`config.mk`:
```
export PLATFORM = sky130hd
export DESIGN_NAME = mesh_frame_header_parser_core
export DESIGN_NICKNAME = d
export VERILOG_FILES = /design/src/hdl/mfhp_pkg.sv /design/src/hdl/mesh_frame_header_parser_core.sv
export SDC_FILE = /design/constraint.sdc
export NUM_CORES = 1
export LEC_CHECK = 0
export ABC_CLOCK_PERIOD_IN_PS = 14700
export BUFFER_PORTS_ARGS = -buffer_cell sky130_fd_sc_hd__buf_2
export CORE_ASPECT_RATIO = 1.2
export CORE_UTILIZATION = 25
export DETAILED_ROUTE_END_ITERATION = 10
export GPL_ROUTABILITY_DRIVEN = 1
export REMOVE_ABC_BUFFERS = 1
export SETUP_SLACK_MARGIN = 0.2
export SLEW_MARGIN = 30
export SYNTH_ARGS = -nofsm -noshare
export SYNTH_HDL_FRONTEND = slang
export SYNTH_SLANG_ARGS = --single-unit
```
`constraint.sdc`:
```
create_clock -name clk -period 14.7 [get_ports clk]
set_clock_uncertainty 0.05 [all_clocks]
set_input_delay 1.47 -clock clk [delete_from_list [all_inputs] [get_ports clk]]
set_output_delay 1.47 -clock clk [all_outputs]
set_load 0.005 [all_outputs]
```
`src/hdl/mfhp_pkg.sv`:
```
// Package for the mesh frame header parser: header layout, status codes,
// register indexes and the result word layout.
// No dependencies.
package mfhp_pkg;

  localparam int HEADER_BYTES = 20;
  localparam int POS_W        = 9;
  localparam int POS_MAX      = 511;
  localparam int LEN_W        = POS_W + 1;

  localparam int POS_MAGIC     = 0;
  localparam int POS_VERSION   = 1;
  localparam int POS_TYPE      = 2;
  localparam int POS_SRC_FIRST = 3;
  localparam int POS_SRC_LAST  = 6;
  localparam int POS_DST_FIRST = 7;
  localparam int POS_DST_LAST  = 10;
  localparam int POS_NXT_FIRST = 11;
  localparam int POS_NXT_LAST  = 14;
  localparam int POS_HOPS      = 15;
  localparam int POS_MAX_HOPS  = 16;
  localparam int POS_SEQ_FIRST = 17;
  localparam int POS_SEQ_LAST  = 18;
  localparam int POS_LENGTH    = 19;

  localparam logic [7:0] TYPE_MIN = 8'h01;
  localparam logic [7:0] TYPE_MAX = 8'h05;

  localparam int OUT_FIFO_DEPTH = 4;

  localparam int CFG_INDEX_W = 2;
  localparam int CFG_DATA_W  = 8;

  localparam logic [CFG_INDEX_W-1:0] REG_EXPECTED_MAGIC   = 2'd0;
  localparam logic [CFG_INDEX_W-1:0] REG_EXPECTED_VERSION = 2'd1;
  localparam logic [CFG_INDEX_W-1:0] REG_HOP_LIMIT        = 2'd2;
  localparam logic [CFG_INDEX_W-1:0] REG_PAYLOAD_LIMIT    = 2'd3;

  typedef enum logic [2:0] {
    ST_OK          = 3'd0,
    ST_TOO_SMALL   = 3'd1,
    ST_BAD_MAGIC   = 3'd2,
    ST_BAD_VERSION = 3'd3,
    ST_BAD_TYPE    = 3'd4,
    ST_TOO_LARGE   = 3'd5
  } status_t;

  localparam logic KIND_PAYLOAD = 1'b0;
  localparam logic KIND_SUMMARY = 1'b1;

  // Result word, padded to 160 bits; payload_byte sits in the lowest bits.
  typedef struct packed {
    logic [4:0]  pad;
    logic [7:0]  payload_length;
    logic [15:0] sequence_number;
    logic [7:0]  max_hops;
    logic [7:0]  hop_count;
    logic [31:0] next_hop_id;
    logic [31:0] destination_id;
    logic [31:0] source_id;
    logic [7:0]  packet_type;
    status_t     status;
    logic [7:0]  payload_byte;
  } result_word_t;

  localparam int RESULT_W = $bits(result_word_t);

  typedef struct packed {
    logic         result_kind;
    result_word_t word;
  } result_entry_t;

endpackage

```
`src/hdl/mesh_frame_header_parser_core.sv`:
```
// Top level of the mesh frame header parser: header capture, payload
// forwarding, end-of-frame summary and the output word queue.
// Depends on mfhp_pkg.
//
// Each result word is written into the output queue as its byte is accepted.
// Throughput: one byte per cycle while the queue has room for two words; a last
// byte that also forwards payload makes two words, which the output queue drains
// at one word per cycle while out_tready is high. Reset (rst_n low, synchronous)
// clears the frame state and the queue and restores the register defaults:
// magic 0, version 1, hop limit 15, payload limit 200.
module mesh_frame_header_parser_core #(
  parameter int FIFO_DEPTH = mfhp_pkg::OUT_FIFO_DEPTH
) (
  input  logic                              clk,
  input  logic                              rst_n,
  input  logic                              in_tvalid,
  output logic                              in_tready,
  input  logic [7:0]                        in_tdata,   // data_byte[7:0]
  input  logic                              in_tlast,   // frame_end
  output logic                              out_tvalid,
  input  logic                              out_tready,
  // payload_byte[7:0], status[10:8], packet_type[18:11], source_id[50:19],
  // destination_id[82:51], next_hop_id[114:83], hop_count[122:115],
  // max_hops[130:123], sequence_number[146:131], payload_length[154:147],
  // zero[159:155]
  output logic [mfhp_pkg::RESULT_W-1:0]    out_tdata,
  output logic                              out_tuser,  // result_kind
  input  logic                              cfg_we,
  input  logic [mfhp_pkg::CFG_INDEX_W-1:0] cfg_index,
  input  logic [mfhp_pkg::CFG_DATA_W-1:0]  cfg_wdata
);
  import mfhp_pkg::*;

  localparam int PTR_W = (FIFO_DEPTH > 1) ? $clog2(FIFO_DEPTH) : 1;
  localparam int CNT_W = $clog2(FIFO_DEPTH + 1);
  localparam logic [PTR_W-1:0] PTR_LAST   = PTR_W'(FIFO_DEPTH - 1);
  localparam logic [CNT_W-1:0] CNT_ACCEPT = CNT_W'(FIFO_DEPTH - 2);

  logic [7:0] expected_magic_r, expected_version_r, hop_limit_r, payload_limit_r;

  logic [POS_W-1:0] pos_r;
  logic [7:0]       magic_r, version_r, type_r;
  logic [31:0]      src_r, dst_r, next_hop_r;
  logic [7:0]       hops_taken_r, hops_allowed_r, len_r;
  logic [15:0]      seq_r;

  logic [7:0]       magic_nxt, version_nxt, type_nxt;
  logic [31:0]      src_nxt, dst_nxt, next_hop_nxt;
  logic [7:0]       hops_taken_nxt, hops_allowed_nxt, len_nxt;
  logic [15:0]      seq_nxt;
  logic [POS_W-1:0] pos_nxt;

  result_entry_t    fifo_r [FIFO_DEPTH];
  logic [PTR_W-1:0] wr_ptr_r, rd_ptr_r;
  logic [CNT_W-1:0] count_r;

  logic             in_fire, out_fire, fwd, push_two, push_any;
  logic [PTR_W-1:0] wr_ptr_p1, wr_ptr_p2, rd_ptr_p1;
  logic [LEN_W-1:0] frame_len, need_len;
  status_t          status;
  result_entry_t    payload_entry, summary_entry, first_entry;

  assign in_fire  = in_tvalid && in_tready;
  assign out_fire = out_tvalid && out_tready;

  always_ff @(posedge clk) begin
    if (!rst_n) begin
      expected_magic_r   <= 8'd0;
      expected_version_r <= 8'd1;
      hop_limit_r        <= 8'd15;
      payload_limit_r    <= 8'd200;
    end else if (cfg_we) begin
      case (cfg_index)
        REG_EXPECTED_MAGIC:   expected_magic_r   <= cfg_wdata;
        REG_EXPECTED_VERSION: expected_version_r <= cfg_wdata;
        REG_HOP_LIMIT:        hop_limit_r        <= cfg_wdata;
        REG_PAYLOAD_LIMIT:    payload_limit_r    <= cfg_wdata;
        default: ;
      endcase
    end
  end

  always_comb begin
    magic_nxt        = magic_r;
    version_nxt      = version_r;
    type_nxt         = type_r;
    src_nxt          = src_r;
    dst_nxt          = dst_r;
    next_hop_nxt     = next_hop_r;
    hops_taken_nxt   = hops_taken_r;
    hops_allowed_nxt = hops_allowed_r;
    seq_nxt          = seq_r;
    len_nxt          = len_r;
    case (pos_r) inside
      POS_MAGIC:                    magic_nxt        = in_tdata;
      POS_VERSION:                  version_nxt      = in_tdata;
      POS_TYPE:                     type_nxt         = in_tdata;
      [POS_SRC_FIRST:POS_SRC_LAST]: src_nxt          = {src_r[23:0], in_tdata};
      [POS_DST_FIRST:POS_DST_LAST]: dst_nxt          = {dst_r[23:0], in_tdata};
      [POS_NXT_FIRST:POS_NXT_LAST]: next_hop_nxt     = {next_hop_r[23:0], in_tdata};
      POS_HOPS:                     hops_taken_nxt   = in_tdata;
      POS_MAX_HOPS:                 hops_allowed_nxt = in_tdata;
      [POS_SEQ_FIRST:POS_SEQ_LAST]: seq_nxt          = {seq_r[7:0], in_tdata};
      POS_LENGTH:                   len_nxt          = in_tdata;
      default: ;
    endcase
  end

  assign pos_nxt   = (pos_r == POS_W'(POS_MAX)) ? pos_r : pos_r + 1'b1;
  assign frame_len = LEN_W'(pos_r) + 1'b1;
  assign need_len  = LEN_W'(HEADER_BYTES) + LEN_W'(len_nxt);

  // Payload positions never touch the length byte, so the stored length applies.
  assign fwd = (pos_r >= POS_W'(HEADER_BYTES)) && (len_r <= payload_limit_r) &&
               (LEN_W'(pos_r) < LEN_W'(HEADER_BYTES) + LEN_W'(len_r));

  always_comb begin
    if (frame_len < LEN_W'(HEADER_BYTES)) begin
      status = ST_TOO_SMALL;
    end else if (magic_nxt != expected_magic_r) begin
      status = ST_BAD_MAGIC;
    end else if (version_nxt != expected_version_r) begin
      status = ST_BAD_VERSION;
    end else if ((type_nxt < TYPE_MIN) || (type_nxt > TYPE_MAX)) begin
      status = ST_BAD_TYPE;
    end else if (len_nxt > payload_limit_r) begin
      status = ST_TOO_LARGE;
    end else if (frame_len < need_len) begin
      status = ST_TOO_SMALL;
    end else begin
      status = ST_OK;
    end
  end

  always_comb begin
    payload_entry                   = '0;
    payload_entry.result_kind       = KIND_PAYLOAD;
    payload_entry.word.status       = ST_OK;
    payload_entry.word.payload_byte = in_tdata;

    summary_entry                        = '0;
    summary_entry.result_kind            = KIND_SUMMARY;
    summary_entry.word.status            = status;
    summary_entry.word.packet_type       = type_nxt;
    summary_entry.word.source_id         = src_nxt;
    summary_entry.word.destination_id    = dst_nxt;
    summary_entry.word.next_hop_id       = next_hop_nxt;
    summary_entry.word.hop_count         = hops_taken_nxt;
    summary_entry.word.max_hops          = (hops_allowed_nxt > hop_limit_r) ?
                                           hop_limit_r : hops_allowed_nxt;
    summary_entry.word.sequence_number   = seq_nxt;
    summary_entry.word.payload_length    = len_nxt;

    first_entry = fwd ? payload_entry : summary_entry;
  end

  always_ff @(posedge clk) begin
    if (!rst_n || (in_fire && in_tlast)) begin
      pos_r          <= '0;
      magic_r        <= '0;
      version_r      <= '0;
      type_r         <= '0;
      src_r          <= '0;
      dst_r          <= '0;
      next_hop_r     <= '0;
      hops_taken_r   <= '0;
      hops_allowed_r <= '0;
      seq_r          <= '0;
      len_r          <= '0;
    end else if (in_fire) begin
      pos_r          <= pos_nxt;
      magic_r        <= magic_nxt;
      version_r      <= version_nxt;
      type_r         <= type_nxt;
      src_r          <= src_nxt;
      dst_r          <= dst_nxt;
      next_hop_r     <= next_hop_nxt;
      hops_taken_r   <= hops_taken_nxt;
      hops_allowed_r <= hops_allowed_nxt;
      seq_r          <= seq_nxt;
      len_r          <= len_nxt;
    end
  end

  assign push_any  = in_fire && (fwd || in_tlast);
  assign push_two  = in_fire && fwd && in_tlast;
  assign wr_ptr_p1 = (wr_ptr_r == PTR_LAST) ? '0 : wr_ptr_r + 1'b1;
  assign wr_ptr_p2 = (wr_ptr_p1 == PTR_LAST) ? '0 : wr_ptr_p1 + 1'b1;
  assign rd_ptr_p1 = (rd_ptr_r == PTR_LAST) ? '0 : rd_ptr_r + 1'b1;

  always_ff @(posedge clk) begin
    if (push_any) begin
      fifo_r[wr_ptr_r] <= first_entry;
    end
    if (push_two) begin
      fifo_r[wr_ptr_p1] <= summary_entry;
    end
  end

  always_ff @(posedge clk) begin
    if (!rst_n) begin
      wr_ptr_r <= '0;
      rd_ptr_r <= '0;
      count_r  <= '0;
    end else begin
      if (push_two) begin
        wr_ptr_r <= wr_ptr_p2;
      end else if (push_any) begin
        wr_ptr_r <= wr_ptr_p1;
      end
      if (out_fire) begin
        rd_ptr_r <= rd_ptr_p1;
      end
      count_r <= count_r + CNT_W'(push_any) + CNT_W'(push_two) - CNT_W'(out_fire);
    end
  end

  // Room for two words is kept so that any byte can be taken.
  assign in_tready  = (count_r <= CNT_ACCEPT);
  assign out_tvalid = (count_r != '0);
  assign out_tdata  = fifo_r[rd_ptr_r].word;
  assign out_tuser  = fifo_r[rd_ptr_r].result_kind;

endmodule
```
==> results of run 1 <==
==> power by group <==
part / switching (mW) / internal (mW)
clock: 0.931 / 1.25
sequential: 0.0821 / 2.65
combinational: 0.756 / 0.470
==> state kept, by name, indices dropped and copies added, names as in the netlist, 8 cells and up, named ones only <==
| register | count |
|---|---|
| magic_r | 8 |
| hops_allowed_r | 8 |
| version_r | 8 |
| len_r | 8 |
| expected_magic_r | 8 |
| payload_limit_r | 8 |
| next_hop_r | 32 |
| type_r | 8 |
| src_r | 32 |
| seq_r | 16 |
| fifo_r | 624 |
| dst_r | 32 |
| hop_limit_r | 8 |
| hops_taken_r | 8 |
| pos_r | 9 |
| expected_version_r | 8 |
==> worst paths after layout <==
path                                startpoint  slack (ns)             end  depth (start not counted)
worst max-delay path                 flip-flop        9.43  out_tdata[124]                          4
worst min-delay path            next_hop_r[28]        0.40  next_hop_r[28]                          2
worst max register to register        len_r[3]        9.81   fifo_r[1][49]                         12
worst min register to register  next_hop_r[28]        0.40  next_hop_r[28]                          2
==> area by class of cell <==
cell class	count	area, sq um
antenna	8	20.0
fill	14606	103000
clock inverter	40	343
timing repair buffer	223	1330
clock buffer	125	2480
inverter	58	240
multi-input combinational	1841	12900
tap	1937	2420
sequential	834	22600
==> Yosys cell counts (4+ instances only) <==
cell,number,area share (%)
nor2_1,712,7.3
edfxtp_1,588,48
nand2_1,268,2.8
dfxtp_1,246,13
mux2i_1,178,4.9
a21oi_1,158,2.2
mux4_2,156,9.6
clkbuf_1,117,1.2
inv_1,56,0.58
ha_1,55,1.9
buf_2,54,0.74
o21ai_0,28,0.38
a22o_1,26,0.62
nor3_1,24,0.33
a211oi_1,22,0.45
buf_1,20,0.21
buf_4,18,0.37
nand3_1,18,0.25
xor2_1,17,0.41
xnor2_1,15,0.36
o211ai_1,12,0.25
mux2_2,11,0.34
and3_1,9,0.15
nand2b_1,9,0.15
a32o_1,8,0.22
nand4_1,8,0.14
a21o_1,7,0.14
and2_1,7,0.12
and4_1,7,0.17
nor2b_1,6,0.10
nor4_1,5,0.086
o2111ai_1,5,0.12
or2_2,5,0.086
a21bo_2,4,0.11
o21a_1,4,0.082
or3_1,4,0.068
==> cell families (layout without fill, tap and decap cells) <==
group                      after synthesis  count (layout)  synth area share, %
AOI/OAI and AO/OA                      307             307                 5.33
muxes                                  345             345                 14.8
and+or+nand+nor                       1095            1095                 12.1
adders and majority gates               57              57                 1.99
DFF                                    834             834                 61.8
buffers and inverters                  268             446                 3.14
other                                    1              13               0.0103
xor gates and xnor gates                32              32                0.767
==> layer usage <==
| metal | part of all wire, % | track usage, % | up-vias |
|---|---|---|---|
| li1 | - | - | 10793 |
| met1 | 41 | 17.4 | 11925 |
| met2 | 52 | 25.3 | 610 |
| met3 | 5.2 | 2.24 | 139 |
| met4 | 2.2 | 3.96 | 14 |
| met5 | 0.090 | 0 | - |
==> cells in the final DEF, fill, tap and decap left out, types with 28 or more instances in the layout <==
cell and count:
inv_1 53, mux2i_1 173, a21oi_1 157, nor2_1 708
edfxtp_1 588, clkbuf_16 89, o21ai_0 28, buf_2 181
dfxtp_1 244, ha_1 55, mux4_2 156, nand2_1 266
==> worst max-delay path, stage by stage (launching register included) <==
cell and delay [ns]:
dfxtp_4 0.84, buf_12 0.62, buf_6 0.67, mux4_2 0.73, buf_2 0.18
==> metrics, run 1 <==
status finished clean; worst slack, placed 9.39 ns; maxcap violations 0; Total GRT Usage 14.1%; starting density of the core 25.2%; Synth Register Bits 834; hpwl dp 64.3 mm; final core utilization 29.2%; total power 6.14 mW; area grow syn2layout 16.0%; Placed Cells 4892; I/O pin cnt 187; Post-Synthesis Cell Area 36500 sq um; Yosys cell types 74; crit end category primary output; Net count, final 3127; Hold-fix buffers, CTS 0; Final Setup Violations 0; vias in the first global route 23513; count of flip-flops with a built-in enable after synthesis 588; die span in y 421 microns; CP arrival 3.75 ns; YS warnings 0; Post-Route WL 106 mm; die area 148000 sq um; fin area 42400 sq um; Worst Path Required 13.18 ns; Synth Instances 2939; remaining global-route overflow 0; async set-reset flop share out of synthesis 0%; Worst Path Max Fanout 80; drt wl/cell 20.8 microns; number of gates resized after cts 0; Routed Antenna Nets 0; slew at the pin closest to its max-slew limit 1.02 ns; RSZ-0062 raised after global routing false; layout cells sized above 1 18.1%; post-layout min period 5.27 ns; Placed Area 39500 sq um; final setup margin 9.43 ns; port bufs 181; final setup TNS 0 ns; HP Class reg2reg; H-tree depth 3; WS Path Type reg2out; clk root buf clkbuf_16; Clock Sinks 834; Worst-path clk slew 0.06 ns; Fmax achieved 190 MHz; pwr dens 145 nW/um^2; DRT Pass-1 Iters 7; post-DR vias/cell 4.64; Worst IR Drop VDD 0.0771 mV; Slew Limit Fails 0; first-pass GRT wire length 156 mm; CP Launch Type flip-flop; slew margin rel. 31.8%; final hold vios 0; core area 145000 sq um; pin count of the biggest net entering global routing 149; DRC 0; total number of vias 23481; row count 153; TritonCTS buffer count 88; Primary FF master, synth edfxtp_1; setup bufs post-CTS 0; TritonCTS clock tree built; DRT iter0 DRCs 1702; sequential area share after synthesis 61.8%; hold_ws 0.404 ns; gpl congestion 0.835; worst skew pair latency 0.65 ns; Die Width 351 microns; CTS max path bufs 3; Mean Syn Cell Area 12.4 sq um; Leak Pwr 13.6 nW; antenna violations before repair 13; fin cells 5066; period utilization 35.8%
Power figures use the tool's default switching activity.
==> run 2: changes to the inputs <==
Settings changed: ABC_AREA set to 1, ABC_CLOCK_PERIOD_IN_PS 14700 to 5210.
Clock period 14.7 ns to 5.21 ns, I/O delays scaled along.
==> run 2 against run 1 <==
  * Critical path depth grew 21
  * First-iteration DRC count grew 16%
  * Power grew to 4.1 times the previous value
  * Combinational power grew to 8.1 times the previous value
  * Clock power grew to 2.7 times the previous value
  * Die area grew 2.4%
  * Design area grew 1.9%
  * Sequential share of layout area shrank 0.97 points
  * Non-clock buffer count grew 21
  * Utilization shrank 0.19 points
  * Critical path type is now reg2reg
  * Critical endpoint is now fifo_r[3][8]
  * Highest routed layer unchanged
==> metrics, run 2 <==
DRT Pass-1 Iters 6 (was 7); sequential area share after synthesis 60.4% (was 61.8%); period utilization 80.6%; Sw Pwr 10.3 mW (was 1.77 mW); DRT iter0 DRCs 1967 (was 1702); most common cell after layout, fill and taps aside nor2_1 (unchanged); Slew Limit Fails 0 (unchanged); Mean Syn Cell Area 9.38 sq um (was 12.4 sq um); Total GRT Usage 14.7% (was 14.1%); Worst Path Required 5.68 ns (was 13.18 ns); status finished clean (unchanged); clk root buf clkbuf_16 (unchanged); Sequential Area 22600 sq um (unchanged); Yosys cell types 42 (was 74); Synth Area in Simple Gates 15.4% (was 12.1%); largest register by flop count fifo_r (unchanged); Post-Route WL 114 mm (was 106 mm); post-layout min period 4.20 ns; H-tree depth 3 (unchanged); most instantiated library cell after synthesis nor2_1 (unchanged); slew margin rel. 33.3% (was 31.8%); TritonCTS buffer count 79 (was 88); pwr dens 579 nW/um^2 (was 145 nW/um^2); Synth Instances 3989 (was 2939); gpl congestion 0.880 (was 0.835); vias in the first global route 27200 (was 23513); Hold-fix buffers, CTS 0 (unchanged); async set-reset flop share out of synthesis 0% (unchanged); total power 25.0 mW (was 6.14 mW); Clock Sinks 834 (unchanged); HP Class in2reg (was reg2reg); Net Sw Frac 41.3% (was 28.8%); layout cells sized above 1 10.9% (was 18.1%); drt wl/cell 18.8 microns (was 20.8 microns); number of gates resized after cts 0 (unchanged); commonest cells after routing, fill and taps aside 1039 x nor2_1, 588 x edfxtp_1, 465 x o21ai_0 (was 708 x nor2_1, 588 x edfxtp_1, 266 x nand2_1); critical path startpoint pos_r[0]; post-synthesis adder-cell area fraction 1.95% (was 1.99%); Synth area leaders edfxtp_1 47%, dfxtp_1 13%, nor2_1 10%, o21ai_0 6.2%, nand2_1 3.7% (was edfxtp_1 48%, dfxtp_1 13%, mux4_2 9.6%, nor2_1 7.3%, mux2i_1 4.9%); count of flip-flops with a built-in enable after synthesis 588 (unchanged); starting density of the core 25.2% (about the same); Post-Synthesis Cell Area 37400 sq um (was 36500 sq um); multiplexer share of the synthesized area 0.214% (was 14.8%); largest family of logic cells by synthesized area simple AND/OR/NAND/NOR gates (was multiplexers); Primary FF master, synth edfxtp_1 (unchanged); worst skew pair latency 0.68 ns (was 0.65 ns); post-synth top area share 47.2% (was 48.3%); YS warnings 0 (unchanged); r2r endpoint fifo_r[3][8] (was fifo_r[1][49]); CP arrival 4.67 ns (was 3.75 ns); die area 151000 sq um (was 148000 sq um); max FFs per register 624 (unchanged); Worst-path clk slew 0.07 ns (was 0.06 ns); Worst Reg-to-Reg Cells 25 (was 12); Die Width 355 microns (was 351 microns); internal power 14.7 mW (was 4.37 mW); final hold vios 0 (unchanged); CTS max path bufs 3 (unchanged); I/O pin cnt 187 (unchanged); TritonCTS clock tree built (unchanged); complex-gate fraction of the synthesized area 15.0% (was 5.33%); Final Setup Violations 0 (unchanged); total number of vias 28408 (was 23481); Worst Path Max Fanout 14 (was 80); remaining global-route overflow 0 (unchanged); Comb power frac 39.7% (was 20.0%); crit end category flip-flop (was primary output); Multi-input gate area 12600 sq um (was 12900 sq um); worst hold path depth 3 (was 2); xor/xnor share of the synthesized area 0.679% (was 0.767%); hold_sp cfg_wdata[0] (was next_hop_r[28]); slew at the pin closest to its max-slew limit 0.998 ns (was 1.02 ns); hpwl dp 69.2 mm (was 64.3 mm); worst reg2reg setup slack 1.01 ns (was 9.81 ns); RSZ-0062 raised after global routing false (unchanged); Worst R2R Start pos_r[0] (was len_r[3]); row count 155 (was 153); maxcap violations 0 (unchanged); Synth Register Bits 834 (unchanged); die span in y 426 microns (was 421 microns); first-pass GRT wire length 169 mm (was 156 mm); Min-Delay Endpoint hop_limit_r[0] (was next_hop_r[28]); CP Launch Type flip-flop (unchanged); WS Path Type reg2reg (was reg2out); Net count, final 4138 (was 3127); fillcell total 15527 (was 14606); area grow syn2layout 15.3% (was 16.0%); final setup TNS 0 ns (unchanged); Synth area leader edfxtp_1 (unchanged); DRC 0 (unchanged); Seq pwr share 36.8% (was 44.4%); Routed Antenna Nets 0 (unchanged); core area 149000 sq um (was 145000 sq um); commonest cells in the netlist 1039 x nor2_1, 588 x edfxtp_1, 465 x o21ai_0 (was 712 x nor2_1, 588 x edfxtp_1, 268 x nand2_1); antenna violations before repair 12 (was 13); pin count of the biggest net entering global routing 159 (was 149); clock share of power 23.4% (was 35.6%); Leak Pwr 17.2 nW (was 13.6 nW); setup bufs post-CTS 0 (unchanged); port bufs 181 (unchanged); Fmax achieved 238 MHz; Worst IR Drop VDD 0.347 mV (was 0.0771 mV); post-DR vias/cell 4.67 (was 4.64)
## run 2: cell types whose count changed in the layout (fill, tap and decap cells not counted), sizes merged, moves of 152 or more
| cell | before | now |
|---|---|---|
| nor2 | 712 | 1051 |
| mux2i | 178 | 8 |
| inv | 62 | 343 |
| mux4 | 156 | 0 |
| o22ai | 2 | 154 |
| o21ai | 31 | 558 |
## run 2: power groups by stage
stage	clock, mW	combinational, mW	sequential [mW]
final	5.86	9.94	9.21
after global routing	6.18	11.1	9.33
after CTS	5.97	10.1	9.20
after detailed placement	0	10.0	9.34
after global placement	0	9.91	9.31
after floorplan	0	5.97	9.46
## run 2: layer usage
| layer | routed length, microns | GRT usage, % |
|---|---|---|
| met5 | 60 | 0 |
| met4 | 4160 | 5.85 |
| met3 | 6330 | 2.76 |
| met2 | 54700 | 25.0 |
| met1 | 49200 | 18.4 |
## run 2: worst max-delay path: stages (launching register included)
cell      delay, ns
dfxtp_1        0.41
inv_1          0.16
ha_1           0.23
nand2_1        0.13
nor2_1         0.09
nand2_1        0.31
nand3_1        0.15
nor3_2         0.17
buf_4          0.23
nor2_1         0.07
a21oi_2        0.24
ha_1           0.24
o21ai_1        0.11
nor2_1         0.10
nand2_1        0.07
ha_1           0.32
a21oi_1        0.17
nand3_1        0.09
o21bai_1       0.16
inv_1          0.05
nand2_1        0.04
nand2_1        0.05
nand2_1        0.05
nand2_1        0.08
nand2_1        0.11
a21oi_1        0.16
## run 2: cell families after synthesis
| family | Yosys count |
|---|---|
| flops | 834 |
| simple gates | 1482 |
| mux | 8 |
| fa+ha+maj | 57 |
| xor+xnor | 29 |
| compound gates | 979 |
| other cells | 1 |
| buf+inv | 599 |
## run 2: final cells by class
type / count / share of cell area [%]
flip-flops and latches: 834 / 52.3
well taps: 1962 / 5.69
diodes: 3 / 0.0174
inverters: 338 / 3.00
multi-input cells: 2560 / 29.1
repair buffers: 244 / 3.90
clock buffers: 115 / 5.22
clock inverters: 30 / 0.710
## run 2: stage by stage
| step | worst slack (ns) | std cells | util, % | area (sq um) | hold slack [ns] |
|---|---|---|---|---|---|
| floorplan | -7.24 | 3732 | - | 36300 | 0.372 |
| global placement | 1.12 | 5937 | 27.3 | 40600 | 0.390 |
| detailed placement | 1.05 | 5937 | 27.3 | 40600 | 0.392 |
| CTS | 1.00 | 6082 | 29.0 | 43100 | 0.0559 |
| global route | 0.564 | 6083 | 29.0 | 43100 | 0.103 |
| finish | 1.01 | 6086 | 29.0 | 43200 | 0.124 |
## run 2: worst max-delay path by stage
stage | to | slack, ns | depth (start not counted)
final | fifo_r[3][8] | 1.01 | 25
after global routing | fifo_r[3][8] | 0.56 | 25
after CTS | fifo_r[2][95] | 1.00 | 15
after detailed placement | fifo_r[0][108] | 1.05 | 15
after global placement | fifo_r[3][8] | 1.12 | 25
after floorplan | fifo_r[3][8] | -7.24 | 16
